File: config.mk
export PLATFORM = sky130hd
export DESIGN_NAME = edid_block_validator_unit
export DESIGN_NICKNAME = d
export VERILOG_FILES = /design/src/edv_pkg.sv /design/src/edv_stream.sv /design/src/edid_block_validator_unit.sv
export SDC_FILE = /design/constraint.sdc
export NUM_CORES = 1
export LEC_CHECK = 0
export BUFFER_PORTS_ARGS = -buffer_cell sky130_fd_sc_hd__buf_2
export CAP_MARGIN = 20
export CORE_MARGIN = 4
export CORE_UTILIZATION = 45
export DETAILED_ROUTE_END_ITERATION = 16
export HOLD_SLACK_MARGIN = 0.15
export PLACE_DENSITY = 0.71
export SYNTH_ARGS = -nofsm -noshare
export SYNTH_HDL_FRONTEND = slang
export SYNTH_SLANG_ARGS = --single-unit
File: constraint.sdc
create_clock -name clk_i -period 5.19 [get_ports clk_i]
set_clock_uncertainty 0.2 [all_clocks]
set_input_delay 0.7785 -clock clk_i [delete_from_list [all_inputs] [get_ports clk_i]]
set_output_delay 0.7785 -clock clk_i [all_outputs]
set_load 0.05 [all_outputs]
File: src/edv_pkg.sv
// edv_pkg: shared types and constants for the edid block validator
// no dependencies; imported by edv_stream and edid_block_validator_unit
package edv_pkg;

  localparam int unsigned BLOCK_BYTES  = 128;
  localparam int unsigned BLOCK_SHIFT  = 7;
  localparam int unsigned HEADER_BYTES = 8;
  localparam int unsigned EXT_POS      = 126;
  localparam int unsigned SIZE_W       = 17;

  localparam logic [7:0] MAX_EXT_RESET = 8'd1;

  typedef enum logic [2:0] {
    ST_OK          = 3'd0,
    ST_BAD_SIZE    = 3'd1,
    ST_BAD_HEADER  = 3'd2,
    ST_BAD_BASE    = 3'd3,
    ST_BAD_COUNT   = 3'd4,
    ST_BAD_EXT_SUM = 3'd5
  } status_e;

  // one byte handed from the input register to the checker
  typedef struct packed {
    logic       fire;
    logic [7:0] data;
    logic       last;
  } step_t;

  // fixed header 00 ff ff ff ff ff ff 00
  function automatic logic [7:0] hdr_byte(input logic [2:0] idx);
    logic [7:0] val;
    case (idx)
      3'd0:    val = 8'h00;
      3'd7:    val = 8'h00;
      default: val = 8'hFF;
    endcase
    return val;
  endfunction

endpackage

File: src/edv_stream.sv
// edv_stream: per-buffer check state (count, block sums, header, extension count)
// and the status judgement at the final byte; depends on edv_pkg
module edv_stream import edv_pkg::*; #(
  parameter int unsigned MAX_BUFFER_BYTES = 32768
) (
  input  logic       clk_i,
  input  logic       rst_ni,
  input  step_t      step_i,
  input  logic [7:0] max_ext_i,
  output status_e    status_o
);

  localparam int unsigned CNT_W = $clog2(MAX_BUFFER_BYTES + 1);
  localparam int unsigned BLK_W = CNT_W - BLOCK_SHIFT;

  logic [CNT_W-1:0] cnt_q, cnt_d;
  logic [7:0]       sum_q, sum_d, sum_add;
  logic             hdr_q, hdr_d;
  logic             base_q, base_d;
  logic [7:0]       ext_q, ext_d;
  logic             bad_q, bad_d;
  logic             take;
  logic             blk_end;
  logic [BLK_W-1:0] blk_idx;
  logic [SIZE_W-1:0] size_w, need_w;

  // next stream state after taking this byte
  always_comb begin
    cnt_d   = cnt_q;
    sum_d   = sum_q;
    hdr_d   = hdr_q;
    base_d  = base_q;
    ext_d   = ext_q;
    bad_d   = bad_q;
    take    = cnt_q < CNT_W'(MAX_BUFFER_BYTES);
    sum_add = sum_q + step_i.data;
    blk_end = cnt_q[BLOCK_SHIFT-1:0] == BLOCK_SHIFT'(BLOCK_BYTES - 1);
    blk_idx = cnt_q[CNT_W-1:BLOCK_SHIFT];
    if (take) begin
      if (cnt_q < CNT_W'(HEADER_BYTES) && step_i.data != hdr_byte(cnt_q[2:0])) begin
        hdr_d = 1'b0;
      end
      if (cnt_q == CNT_W'(EXT_POS)) begin
        ext_d = step_i.data;
      end
      sum_d = sum_add;
      if (blk_end) begin
        if (blk_idx == '0) begin
          base_d = sum_add == 8'h00;
        end else if (SIZE_W'(blk_idx) <= SIZE_W'(ext_d) && sum_add != 8'h00) begin
          bad_d = 1'b1;
        end
        sum_d = 8'h00;
      end
      cnt_d = cnt_q + CNT_W'(1);
    end
  end

  // first failure in priority order
  always_comb begin
    size_w = SIZE_W'(cnt_d);
    need_w = (SIZE_W'(ext_d) + SIZE_W'(1)) << BLOCK_SHIFT;
    if (size_w < SIZE_W'(BLOCK_BYTES)) begin
      status_o = ST_BAD_SIZE;
    end else if (!hdr_d) begin
      status_o = ST_BAD_HEADER;
    end else if (!base_d) begin
      status_o = ST_BAD_BASE;
    end else if (ext_d > max_ext_i) begin
      status_o = ST_BAD_COUNT;
    end else if (size_w < need_w) begin
      status_o = ST_BAD_SIZE;
    end else if (bad_d) begin
      status_o = ST_BAD_EXT_SUM;
    end else begin
      status_o = ST_OK;
    end
  end

  always_ff @(posedge clk_i or negedge rst_ni) begin
    if (!rst_ni) begin
      cnt_q  <= '0;
      sum_q  <= 8'h00;
      hdr_q  <= 1'b1;
      base_q <= 1'b0;
      ext_q  <= 8'h00;
      bad_q  <= 1'b0;
    end else if (step_i.fire) begin
      if (step_i.last) begin
        // buffer done, start clean for the next one
        cnt_q  <= '0;
        sum_q  <= 8'h00;
        hdr_q  <= 1'b1;
        base_q <= 1'b0;
        ext_q  <= 8'h00;
        bad_q  <= 1'b0;
      end else begin
        cnt_q  <= cnt_d;
        sum_q  <= sum_d;
        hdr_q  <= hdr_d;
        base_q <= base_d;
        ext_q  <= ext_d;
        bad_q  <= bad_d;
      end
    end
  end

endmodule

File: src/edid_block_validator_unit.sv
// edid_block_validator_unit: top level with input register, status register
// and the max_extensions register; depends on edv_pkg and edv_stream
//
// Takes an EDID buffer one byte per transaction and returns one status per
// buffer, on the transaction that carries last_byte. A byte can be accepted
// every clock cycle; each byte passes through the input register and the
// status of the final byte is registered into the output register as that
// byte leaves the input register, unless that byte has to wait for the
// output. The input only stalls when a final byte is waiting and the
// previous status has not yet been taken. The max_extensions register is
// always ready and is meant to be written between buffers.
module edid_block_validator_unit import edv_pkg::*; #(
  parameter int unsigned MAX_BUFFER_BYTES = 32768
) (
  input  logic       clk_i,
  input  logic       rst_ni,
  input  logic       in_valid_i,
  output logic       in_stall_o,
  input  logic [7:0] data_byte_i,
  input  logic       last_byte_i,
  output logic       out_valid_o,
  input  logic       out_stall_i,
  output logic [2:0] status_o,
  input  logic       cfg_valid_i,
  output logic       cfg_ready_o,
  input  logic [7:0] cfg_data_i
);

  logic       s1_valid_q, s1_valid_d;
  logic [7:0] s1_data_q;
  logic       s1_last_q;
  logic       s1_adv;
  logic       accept;
  logic       out_valid_q;
  status_e    status_q;
  status_e    status_c;
  logic [7:0] max_ext_q;
  step_t      step;

  assign cfg_ready_o = 1'b1;

  // only a final byte needs the result slot
  assign s1_adv     = !s1_last_q || !out_valid_q || !out_stall_i;
  assign in_stall_o = s1_valid_q && !s1_adv;
  assign accept     = in_valid_i && !in_stall_o;

  assign step.fire = s1_valid_q && s1_adv;
  assign step.data = s1_data_q;
  assign step.last = s1_last_q;

  always_comb begin
    s1_valid_d = s1_valid_q;
    if (accept) begin
      s1_valid_d = 1'b1;
    end else if (step.fire) begin
      s1_valid_d = 1'b0;
    end
  end

  edv_stream #(
    .MAX_BUFFER_BYTES(MAX_BUFFER_BYTES)
  ) u_stream (
    .clk_i     (clk_i),
    .rst_ni    (rst_ni),
    .step_i    (step),
    .max_ext_i (max_ext_q),
    .status_o  (status_c)
  );

  always_ff @(posedge clk_i or negedge rst_ni) begin
    if (!rst_ni) begin
      s1_valid_q  <= 1'b0;
      out_valid_q <= 1'b0;
      max_ext_q   <= MAX_EXT_RESET;
    end else begin
      s1_valid_q <= s1_valid_d;
      if (step.fire && step.last) begin
        out_valid_q <= 1'b1;
      end else if (!out_stall_i) begin
        out_valid_q <= 1'b0;
      end
      if (cfg_valid_i && cfg_ready_o) begin
        max_ext_q <= cfg_data_i;
      end
    end
  end

  always_ff @(posedge clk_i) begin
    if (accept) begin
      s1_data_q <= data_byte_i;
      s1_last_q <= last_byte_i;
    end
    if (step.fire && step.last) begin
      status_q <= status_c;
    end
  end

  assign out_valid_o = out_valid_q;
  assign status_o    = status_q;

  a_stall_needs_item: assert property (@(posedge clk_i) disable iff (!rst_ni)
    in_stall_o |-> (s1_valid_q && s1_last_q && out_valid_q))
    else $error("input stalled without a waiting final byte");

  a_final_gives_result: assert property (@(posedge clk_i) disable iff (!rst_ni)
    (step.fire && step.last) |=> out_valid_q)
    else $error("final byte processed but no status presented");

  a_result_from_final: assert property (@(posedge clk_i) disable iff (!rst_ni)
    $rose(out_valid_q) |-> $past(step.fire && step.last))
    else $error("status appeared without a final byte");

  a_no_extra_result: assert property (@(posedge clk_i) disable iff (!rst_ni)
    (step.fire && !step.last && !out_valid_q) |=> !out_valid_q)
    else $error("non-final byte produced a status");

endmodule

==> summary.md, run 1 <==
| Metric | Value |
|---|---|
| Peak VDD IR | `0.000177 V` |
| Mapped cell area | `0.00380 mm²` |
| Initial antenna violation count | `0` |
| Syn avg cell area | `9.37 µm²` |
| Post-layout util | `0.517` |
| Final Hold Vio Count | `0` |
| P per Cell Area | `262 mW/mm²` |
| Vias per cell | `5.73` |
| Crit path largest cell delay | `650 ps` |
| Placed insts | `529` |
| Post-DP HPWL | `6590 µm` |
| Vias in the first global route | `3058` |
| Synth area leader | `dfrtp_1` |
| Synth Flop Type | `dfrtp_1` |
| Seq/Total Area, Yosys | `0.392` |
| Reg clk slew, reported paths | `80 ps` |
| Total congestion overflow | `0` |
| Die H | `99.8 µm` |
| Synthesized instance count | `405` |
| Count of cell types in the netlist | `63` |
| RSZ-0062 raised after global routing | `false` |
| DRT iter0 DRCs | `150` |
| Initial Util | `0.462` |
| Fin crit period | `4550 ps` |
| Clock Tree Buf Depth | `2` |
| Post-synth EDFFs | `12` |
| FF+latch count, synth | `57` |
| Port buffer count | `26` |
| TritonCTS Sinks | `57` |
| Die X | `99.8 µm` |
| Total number of vias | `3126` |
| # DRC | `0` |
| Fillers | `749` |
| Antenna cell count | `0` |
| Fin. max-slew vios | `0` |
| Startpoint Class | `flip-flop` |
| Post-route ant nets | `0` |
| Slowest-stage cell, CP | `or4_1` |
| CP required | `5080 ps` |
| Largest net degree at the start of global routing | `46` |
| WP buf/inv | `1` |
| Num rows | `33` |
| Crit path max fanout | `12` |
| Post-route insts no fill | `546` |
| Setup-failing EPs final | `0` |
| Multi-input gate area | `0.00215 mm²` |
| Synthesized Nets | `463` |
| Share of layout cells above drive strength 1 | `0.145` |
| Synth top area cells | `dfrtp_1, ha_1, edfxtp_1, o21ai_0, nand2_1` |
| TritonCTS Buffers | `9` |
| First-pass GRT wire length | `15000 µm` |
| Setup_tns | `0 ps` |
| DRT Pass-1 Iters | `5` |
| PostCTS Resize Cnt | `0` |
| Top cell type's share of synthesized area | `0.283` |
| Cts hold-fix bufs | `0` |
| CP endpoint kind | `flip-flop` |
| Clock root cell | `clkbuf_8` |
| Worst EP arrival | `4430 ps` |
| CP top delay family | `simple AND/OR/NAND/NOR gates` |
| Gpl congestion | `0.955` |
| Register area | `0.00149 mm²` |
| # H-tree levels | `3` |
| Post-synth ARST share | `0.789` |
| Fmax | `220 MHz` |
| Net count reported at finish | `494` |
| Post-Route WL | `8830 µm` |
| Most common cell after layout, fill and taps aside | `nand2_1` |
| Crit path cell chain | `or4_1, nor4_4, mux2i_1, inv_1, ha_1, xor2_1, ha_1, and4_1, o21ai_0, a31o_1, a31o_1, o211ai_1, nand3_1` |
| Commonest cells after routing, fill and taps aside | `nand2_1, dfrtp_1, o21ai_0` |
| Core area | `0.00822 mm²` |
| Area after DPL | `0.00404 mm²` |
| Slew headroom | `0.349` |
| Worst min path class | `in2async` |
| CTS tree | `done` |
| Clk Latency, worst-skew pair | `350 ps` |
| Lkg Pwr | `0.00192 µW` |
| Yosys warning total | `0` |
| I/O pins | `28` |
| Area delta synth->final | `11.9%` |
| Kind of critical path | `reg2reg` |
| Routed WL per cell | `16.2 µm` |
| Die ar. | `0.00997 mm²` |
| GRT Overall Usage | `0.190` |
| Max cap viols | `0` |
| Final period utilization | `0.876` |
| Status | `completed` |
| Post-CTS setup buffers | `0` |
| Worst slew pin tran | `952 ps` |
| Finished Cell Area | `0.00425 mm²` |
[final timing paths]
| check | start | endpoint | slack (ps) | cells after the start |
|---|---|---|---|---|
| max | u_stream.cnt_q[11]$_DFFE_PN0P_ | status_o[0]$_SDFFCE_PP1P_ | 640 | 13 |
| min | rst_ni | u_stream.cnt_q[11]$_DFFE_PN0P_ | 160 | 1 |
| max reg2reg | u_stream.cnt_q[11]$_DFFE_PN0P_ | status_o[0]$_SDFFCE_PP1P_ | 640 | 13 |
| min reg2reg | u_stream.hdr_q$_DFFE_PN1P_ | u_stream.hdr_q$_DFFE_PN1P_ | 280 | 2 |
| max in group asynchronous | rst_ni | u_stream.hdr_q$_DFFE_PN1P_ | 4050 | 2 |
| min in group clk_i | u_stream.hdr_q$_DFFE_PN1P_ | u_stream.hdr_q$_DFFE_PN1P_ | 280 | 2 |
[metal layers]
metal / global-route usage / vias up / wire length (µm)
met2: 0.292 / 67 / 4090
li1: - / 1537 / -
met1: 0.263 / 1508 / 4210
met5: 0 / - / 0
met4: 0.0672 / 0 / 133
met3: 0.0431 / 14 / 396
[kinds of logic (layout without fill, tap and decap cells)]
group           after synthesis  count (layout)  synth area share
compound gates               93              93             0.160
xor+xnor                     23              23            0.0531
fa+ha+maj                    36              36             0.121
buf+inv                      41              77            0.0422
flops                        57              57             0.392
mux                          15              15            0.0422
other cells                   1               1          0.000988
simple gates                139             139             0.189
[cell usage after synthesis, drive strengths merged, types with 2 or more instances]
master / n
nor3: 6
a21oi: 9
a22o: 6
nor4: 9
a31oi: 3
nand2b: 7
and2: 3
inv: 29
nor2b: 3
and3: 6
a31o: 4
nand3: 15
nand4: 9
a2bb2oi: 2
a2111oi: 4
or4: 2
o31ai: 4
buf: 3
mux2i: 10
nand2: 46
dfrtp: 43
xor2: 11
edfxtp: 12
clkbuf: 8
xnor2: 12
dfstp: 2
o211ai: 5
a21o: 5
nor2: 26
mux2: 5
o21ai: 39
ha: 35
[layout make-up]
cell class | instances | area share
Timing Repair Buffer | 31 | 0.0418
Tap cell | 105 | 0.0309
Inverter | 30 | 0.0265
Clock buffer | 9 | 0.0292
Clock inverter | 7 | 0.0147
Multi-Input combinational cell | 307 | 0.506
Sequential cell | 57 | 0.351
[power breakdown]
part | leakage (µW) | internal, µW | switching [µW]
Combinational | 0.00112 | 80.1 | 120
Clock | 0.0000923 | 182 | 211
Sequential | 0.000709 | 491 | 27.6
Total | 0.00192 | 752 | 359
[metrics by stage]
step	total power (µW)	setup slack [ps]	hold WS, ps
6_report	1110	643	156
5_1_grt	1170	368	176
4_1_cts	1120	666	281
3_5_place_dp	723	686	270
3_3_place_gp	718	820	263
2_1_floorplan	665	1140	244
[sequential cells by signal, summed over array words and instances, names as in the netlist]
signal / count
out_valid_o: 1
u_stream.hdr_q: 1
status_o: 3
u_stream.base_q: 1
s1_data_q: 8
max_ext_q: 8
s1_last_q: 1
s1_valid_q: 1
u_stream.bad_q: 1
u_stream.sum_q: 8
u_stream.cnt_q: 16
u_stream.ext_q: 8
(Power assumes the default switching activity.)
==> inputs of run 2 (changes only) <==
--- a/config.mk
+++ b/config.mk
@@ -5,6 +5,7 @@
 export SDC_FILE = /design/constraint.sdc
 export NUM_CORES = 1
 export LEC_CHECK = 0
+export ABC_AREA = 1
 export BUFFER_PORTS_ARGS = -buffer_cell sky130_fd_sc_hd__buf_2
 export CAP_MARGIN = 20
 export CORE_MARGIN = 4
==> run 2 against run 1 <==
Net effect:
- non-clock buffer count shrank 3
- critical endpoint unchanged
- fmax up 30%
- critical path type unchanged
- largest cell class unchanged
- utilization shrank 0.62 points
- setup slack gained 1000 ps
- critical path depth is 8 higher
==> summary.md, run 2 <==
| Metric | Value |
|---|---|
| Status | `completed` |
| Comb power frac | `0.169` |
| Post-DP HPWL | `7030 µm` |
| Count of cell types in the netlist | `45` |
| Synthesized Nets | `559` |
| FF+latch count, synth | `57` |
| Net Sw Frac | `0.290` |
| Net count reported at finish | `591` |
| PostCTS Resize Cnt | `0` |
| Reg clk slew, reported paths | `70 ps` |
| Max FFs per register | `16` |
| Post-CTS setup buffers | `0` |
| Placed insts | `628` |
| # DRC | `0` |
| DRT iter0 DRCs | `188` |
| I/O pins | `28` |
| Slowest-stage cell, CP | `dfrtp_1` |
| CTS tree | `done` |
| # H-tree levels | `3` |
| Die X | `102 µm` |
| Tot Pwr | `1160 µW` |
| Area delta synth->final | `11.5%` |
| Setup-failing EPs final | `0` |
| Share of layout cells above drive strength 1 | `0.139` |
| Crit path cell chain | `inv_1, ha_1, nand3_2, nor2_4, nand2_4, o21ai_2, inv_1, ha_1, nand3_2, xor2_1, ha_1, nand2_1, o21ai_0, a21oi_1, o21a_1, nand2_1, nand3_1, nand2_1, nand2_1, nand2_1, nand2_1` |
| Initial Util | `0.458` |
| Post-synth ARST share | `0.789` |
| Post-synth EDFFs | `12` |
| Most frequent cell on the critical path | `nand2_1` |
| CP required | `5090 ps` |
| Lkg Pwr | `0.00229 µW` |
| Largest net degree at the start of global routing | `46` |
| Synth Area in XOR/XNOR | `0.0286` |
| Vias in the first global route | `3350` |
| Synth area leader | `dfrtp_1` |
| Fmax | `286 MHz` |
| Worst EP arrival | `3390 ps` |
| Startpoint Class | `flip-flop` |
| P per Cell Area | `261 mW/mm²` |
| Commonest cells post-synth | `nand2_1, inv_1, dfrtp_1, ha_1, o21ai_0` |
| Crit path max fanout | `15` |
| Seq/Total Area, Yosys | `0.375` |
| TritonCTS Sinks | `57` |
| RSZ-0062 raised after global routing | `false` |
| Main combinational cell family by area after synthesis | `simple AND/OR/NAND/NOR gates` |
| Flop pwr share | `0.440` |
| Worst min path class | `reg2reg` |
| GRT Overall Usage | `0.191` |
| Fin crit period | `3500 ps` |
| Area after DPL | `0.00419 mm²` |
| Cts hold-fix bufs | `0` |
| Mapped cell area | `0.00398 mm²` |
| Gpl congestion | `0.890` |
| Max cap viols | `0` |
| Most flops, register | `u_stream.cnt_q` |
| Post-route insts no fill | `646` |
| Vias per cell | `5.31` |
| TritonCTS Buffers | `9` |
| Finished Cell Area | `0.00443 mm²` |
| Worst slew pin tran | `810 ps` |
| Sw power | `336 µW` |
| Most common cell in the netlist | `nand2_1` |
| Post-layout util | `0.511` |
| Final period utilization | `0.674` |
| Clock network fraction of total power | `0.392` |
| Top cell type's share of synthesized area | `0.271` |
| Internal cell power | `823 µW` |
| Routed WL per cell | `14.3 µm` |
| Die H | `102 µm` |
| Synth Area in Simple Gates | `0.262` |
| Syn avg cell area | `7.93 µm²` |
| Num rows | `34` |
| Post-route ant nets | `0` |
| DRT Pass-1 Iters | `4` |
| Commonest cells after routing, fill and taps aside | `nand2_1, inv_1, dfrtp_1` |
| Adder-cell share of the synthesized area | `0.115` |
| Clk Latency, worst-skew pair | `340 ps` |
| CP endpoint kind | `flip-flop` |
| Antenna cell count | `0` |
| Post-synthesis compound-gate area fraction | `0.118` |
| Initial antenna violation count | `0` |
| Final Hold Vio Count | `0` |
| Die ar. | `0.0104 mm²` |
| Peak VDD IR | `0.000164 V` |
| Yosys warning total | `0` |
| First-pass GRT wire length | `15500 µm` |
| Fin. max-slew vios | `0` |
| Port buffer count | `26` |
| Setup_tns | `0 ps` |
| Clock Tree Buf Depth | `2` |
| Core area | `0.00868 mm²` |
| Clock root cell | `clkbuf_8` |
| Crit path largest cell delay | `400 ps` |
| Fillers | `813` |
| Kind of critical path | `reg2reg` |
| Slew headroom | `0.458` |
| Total congestion overflow | `0` |
| Total number of vias | `3430` |
| Post-synthesis mux area share | `0.00283` |
| Synth top area cells | `dfrtp_1, nand2_1, ha_1, edfxtp_1, inv_1` |
| Synthesized instance count | `501` |
| Most common cell after layout, fill and taps aside | `nand2_1` |
| Post-Route WL | `9210 µm` |
| Synth Flop Type | `dfrtp_1` |
[run 2: cell count changes after synthesis, moves of 6 or more]
cell      delta
a21oi_1      +8
a22o_1       -6
inv_1       +56
mux2i_1     -10
nand2_1     +81
nand2b_1     -7
nand4_1      +7
o21ai_0     -11
o22ai_1      +8
xnor2_1     -11
[run 2: metal layers]
layer,GRT usage,wire (µm),up-vias
met4,0.0868,187,0
met1,0.254,4250,1606
met3,0.0294,500,16
li1,-,-,1717
met2,0.309,4270,91
met5,0,0,-
[run 2: cells by family (layout without fill, tap and decap cells)]
| logic type | Yosys count | count (layout) |
|---|---|---|
| simple gates | 221 | 221 |
| buf+inv | 96 | 133 |
| compound gates | 76 | 76 |
| flops | 57 | 57 |
| fa+ha+maj | 36 | 36 |
| xor+xnor | 13 | 13 |
| other cells | 1 | 1 |
| mux | 1 | 1 |
[run 2: worst paths after layout]
kind / startpoint / endpoint / slack (ps) / cells past startpoint
max: u_stream.cnt_q[0]$_DFFE_PN0P_ / status_o[0]$_SDFFCE_PP1P_ / 1690 / 21
min: u_stream.ext_q[5]$_DFFE_PN0P_ / u_stream.ext_q[5]$_DFFE_PN0P_ / 290 / 2
max reg2reg: u_stream.cnt_q[0]$_DFFE_PN0P_ / status_o[0]$_SDFFCE_PP1P_ / 1690 / 21
min reg2reg: u_stream.ext_q[5]$_DFFE_PN0P_ / u_stream.ext_q[5]$_DFFE_PN0P_ / 290 / 2
max in group asynchronous: rst_ni / u_stream.hdr_q$_DFFE_PN1P_ / 3660 / 3
min in group asynchronous: rst_ni / max_ext_q[2]$_DFFE_PN0P_ / 610 / 2
[run 2: power groups by stage]
stage	Combinational (µW)	Clock, µW	Sequential, µW
6_report	196	454	510
5_1_grt	227	482	513
4_1_cts	193	460	510
3_5_place_dp	192	0	518
3_3_place_gp	188	0	517
2_1_floorplan	138	0	517
[run 2: critical path, delay by kind of cell (launching register included)]
family / cells / cell delay (ps)
AOI/OAI and AO/OA: 4 / 730
xor gates and xnor gates: 1 / 70
adders and majority gates: 3 / 700
buffers and inverters: 2 / 230
DFF: 1 / 400
and+or+nand+nor: 11 / 900
[run 2: area by class of cell]
type / count / area (µm²) / area share
Multi-Input combinational cell: 348 / 2090 / 0.472
Sequential cell: 57 / 1490 / 0.336
Inverter: 89 / 339 / 0.0765
Clock buffer: 12 / 166 / 0.0375
Timing Repair Buffer: 28 / 160 / 0.0361
Tap cell: 108 / 135 / 0.0305
Clock inverter: 4 / 48.8 / 0.0110
[run 2: per-stage QoR]
step	hold WS, ps	setup WS, ps
floorplan	253	2010
global placement	272	1870
detailed placement	280	1720
CTS	295	1700
global route	321	1390
finish	288	1690
==> inputs of run 3 (changes only) <==
--- a/config.mk
+++ b/config.mk
@@ -5,14 +5,14 @@
 export SDC_FILE = /design/constraint.sdc
 export NUM_CORES = 1
 export LEC_CHECK = 0
-export ABC_AREA = 1
+export ABC_AREA = 0
 export BUFFER_PORTS_ARGS = -buffer_cell sky130_fd_sc_hd__buf_2
 export CAP_MARGIN = 20
 export CORE_MARGIN = 4
 export CORE_UTILIZATION = 45
 export DETAILED_ROUTE_END_ITERATION = 16
 export HOLD_SLACK_MARGIN = 0.15
-export PLACE_DENSITY = 0.71
+export PLACE_DENSITY = 0.74
 export SYNTH_ARGS = -nofsm -noshare
 export SYNTH_HDL_FRONTEND = slang
 export SYNTH_SLANG_ARGS = --single-unit
==> constraint.sdc (replaced) <==
create_clock -name clk_i -period 3.1 [get_ports clk_i]
set_clock_uncertainty 0.2 [all_clocks]
set_input_delay 0.465 -clock clk_i [delete_from_list [all_inputs] [get_ports clk_i]]
set_output_delay 0.465 -clock clk_i [all_outputs]
set_load 0.05 [all_outputs]
==> run 3 against run 2 <==
Net effect:
- the flow now finishes with violations (setup timing)
- power increased by 76%
- flip-flop and latch count unchanged
- critical endpoint unchanged
- largest power group unchanged
- register-to-register slack got worse by 2300 ps
- routed wire length increased by 12%
- first-iteration DRC count decreased by 29%
- count of clock-buffer cells in the layout decreased by 3
==> summary.md, run 3 (same netlist as run 1, synthesis figures left out) <==
| Metric | Value |
|---|---|
| Initial Util | `0.462` |
| Post-route setup slack | `-651 ps` |
| # DRC | `0` |
| Fin Hold WS | `185 ps` |
| Kind of critical path | `reg2reg` |
| Post-DP HPWL | `7520 µm` |
| Slowest-stage cell, CP | `or4_4` |
| Num rows | `33` |
| Total number of vias | `3474` |
| Antenna cell count | `0` |
| Gpl congestion | `0.969` |
| Fin. max-slew vios | `0` |
| CP top delay family | `simple AND/OR/NAND/NOR gates` |
| Net count reported at finish | `574` |
| Tot Pwr | `2040 µW` |
| Clock Tree Buf Depth | `2` |
| Fillers | `666` |
| Post-route insts no fill | `626` |
| Worst EP arrival | `3650 ps` |
| TritonCTS Buffers | `9` |
| Clk Latency, worst-skew pair | `350 ps` |
| Setup-failing EPs final | `3` |
| Met2 usage | `0.364` |
| Port buffer count | `26` |
| Crit path largest cell delay | `570 ps` |
| Peak VDD IR | `0.000399 V` |
| Vias per cell | `5.55` |
| Vias in the first global route | `3604` |
| Fmax | `267 MHz` |
| Placed insts | `589` |
| Slew headroom | `0.539` |
| Lkg Pwr | `0.00234 µW` |
| Commonest cells after routing, fill and taps aside | `buf_4, nand2_1, dfrtp_1` |
| Status | `complete, but fails checks` |
| TritonCTS Sinks | `57` |
| Max cap viols | `0` |
| Area delta synth->final | `33.6%` |
| Most crowded layer after global routing | `met2` |
| Max FFs per register | `16` |
| GR Util met3 | `0.0368` |
| Worst slew pin tran | `689 ps` |
| Crit path cell chain | `or4_4, nor4_4, buf_6, buf_6, mux2i_2, buf_4, xnor2_2, ha_1, and4_1, o21ai_1, a31o_1, a31o_1, o211ai_1, nand3_1` |
| Comb power frac | `0.224` |
| CP endpoint kind | `flip-flop` |
| Violated checks | `setup timing` |
| Most common cell after layout, fill and taps aside | `buf_4` |
| Net Sw Frac | `0.313` |
| Die ar. | `0.00997 mm²` |
| Crit path max fanout | `9` |
| CP required | `3000 ps` |
| Final Hold Vio Count | `0` |
| Worst min path class | `in2reg` |
| # H-tree levels | `3` |
| Post-route ant nets | `0` |
| Reg clk slew, reported paths | `80 ps` |
| Die X | `99.8 µm` |
| DRT iter0 DRCs | `133` |
| Sw power | `640 µW` |
| Fin crit period | `3750 ps` |
| Routing usage on met1 | `0.269` |
| CTS tree | `done` |
| Startpoint Class | `flip-flop` |
| Clock network fraction of total power | `0.354` |
| Share of layout cells above drive strength 1 | `0.282` |
| Flop pwr share | `0.422` |
| First-pass GRT wire length | `16800 µm` |
| DRT Pass-1 Iters | `4` |
| I/O pins | `28` |
| P per Cell Area | `403 mW/mm²` |
| Initial antenna violation count | `0` |
| Die H | `99.8 µm` |
| Post-Route WL | `10300 µm` |
| Total congestion overflow | `0` |
| Largest net degree at the start of global routing | `46` |
| Setup_tns | `-1720 ps` |
| RSZ-0062 raised after global routing | `true` |
| GRT Overall Usage | `0.213` |
| Routed WL per cell | `16.5 µm` |
| Internal cell power | `1400 µW` |
| WP buf/inv | `3` |
| Clock root cell | `clkbuf_8` |
| Final period utilization | `1.21` |
| Most flops, register | `u_stream.cnt_q` |
| Core area | `0.00822 mm²` |
==> run 3: changes by cell type in the layout (fill, tap and decap cells not counted), sizes merged, moves of 6 or more <==
cell	change
buf	+65
nand4	-8
inv	-56
a22o	+6
nand2b	+7
o22ai	-8
xnor2	+11
mux2i	+10
a21oi	-8
dlygate4sd3	+18
nand3	-6
nand2	-87
==> run 3: repair_timing <==
| item | in CTS | in global routing |
|---|---|---|
| pin swaps | 2 | 11 |
| buffers inserted | 1 | 0 |
| hold buffers | 19 | 0 |
| resized for setup | 14 | 15 |
| setup endpoints to repair | 4 | 4 |
| hold endpoints to repair | 49 | 0 |
==> run 3: worst register-to-register path, cell delays in order, from the launching register on <==
cell and delay (ps):
dfrtp_1 380, or4_4 570, nor4_4 300, buf_6 170, buf_6 190, mux2i_2 270
buf_4 180, xnor2_2 70, ha_1 290, and4_1 200, o21ai_1 60, a31o_1 190
a31o_1 190, o211ai_1 150, nand3_1 90
==> run 3: power groups by stage <==
stage,combinational (µW),clock (µW),sequential [µW]
after floorplan,238,0,875
after global placement,373,0,869
after detailed placement,385,0,871
after CTS,422,738,857
after global routing,511,774,865
final,458,724,861
==> run 3: final timing paths <==
check	cells after the start	endpoint	slack (ps)	startpoint
setup / recovery	14	status_o[0]$_SDFFCE_PP1P_	-650	u_stream.cnt_q[13]$_DFFE_PN0P_
hold / removal	3	out_valid_o$_DFFE_PN0P_	190	out_stall_i
setup reg to reg	14	status_o[0]$_SDFFCE_PP1P_	-650	u_stream.cnt_q[13]$_DFFE_PN0P_
hold reg to reg	2	u_stream.hdr_q$_DFFE_PN1P_	280	u_stream.hdr_q$_DFFE_PN1P_
max in group asynchronous	3	u_stream.hdr_q$_DFFE_PN1P_	1860	rst_ni
min in group asynchronous	2	max_ext_q[1]$_DFFE_PN0P_	310	rst_ni
==> run 3: metal layers <==
layer,share of wire,wire (µm)
met4,0.028,286
met3,0.038,389
met5,0,0
met2,0.49,5090
met1,0.44,4570
==> run 3: final cells by class <==
type                    count  area [µm²]  share of cell area
multi-input cells         307        2290               0.452
well taps                 105         131              0.0259
flip-flops and latches     57        1490               0.294
inverters                  30         113              0.0222
clock inverters             7        76.3              0.0150
repair buffers            111         848               0.167
clock buffers               9         124              0.0244
==> run 3: per-stage QoR <==
stage / cell area (µm²) / utilization / worst slack (ps)
6_report: 5070 / 0.617 / -651
5_1_grt: 5070 / 0.617 / -797
4_1_cts: 4980 / 0.606 / -648
3_5_place_dp: 4530 / 0.552 / -688
3_3_place_gp: 4530 / 0.552 / -579
2_1_floorplan: 3830 / - / -682
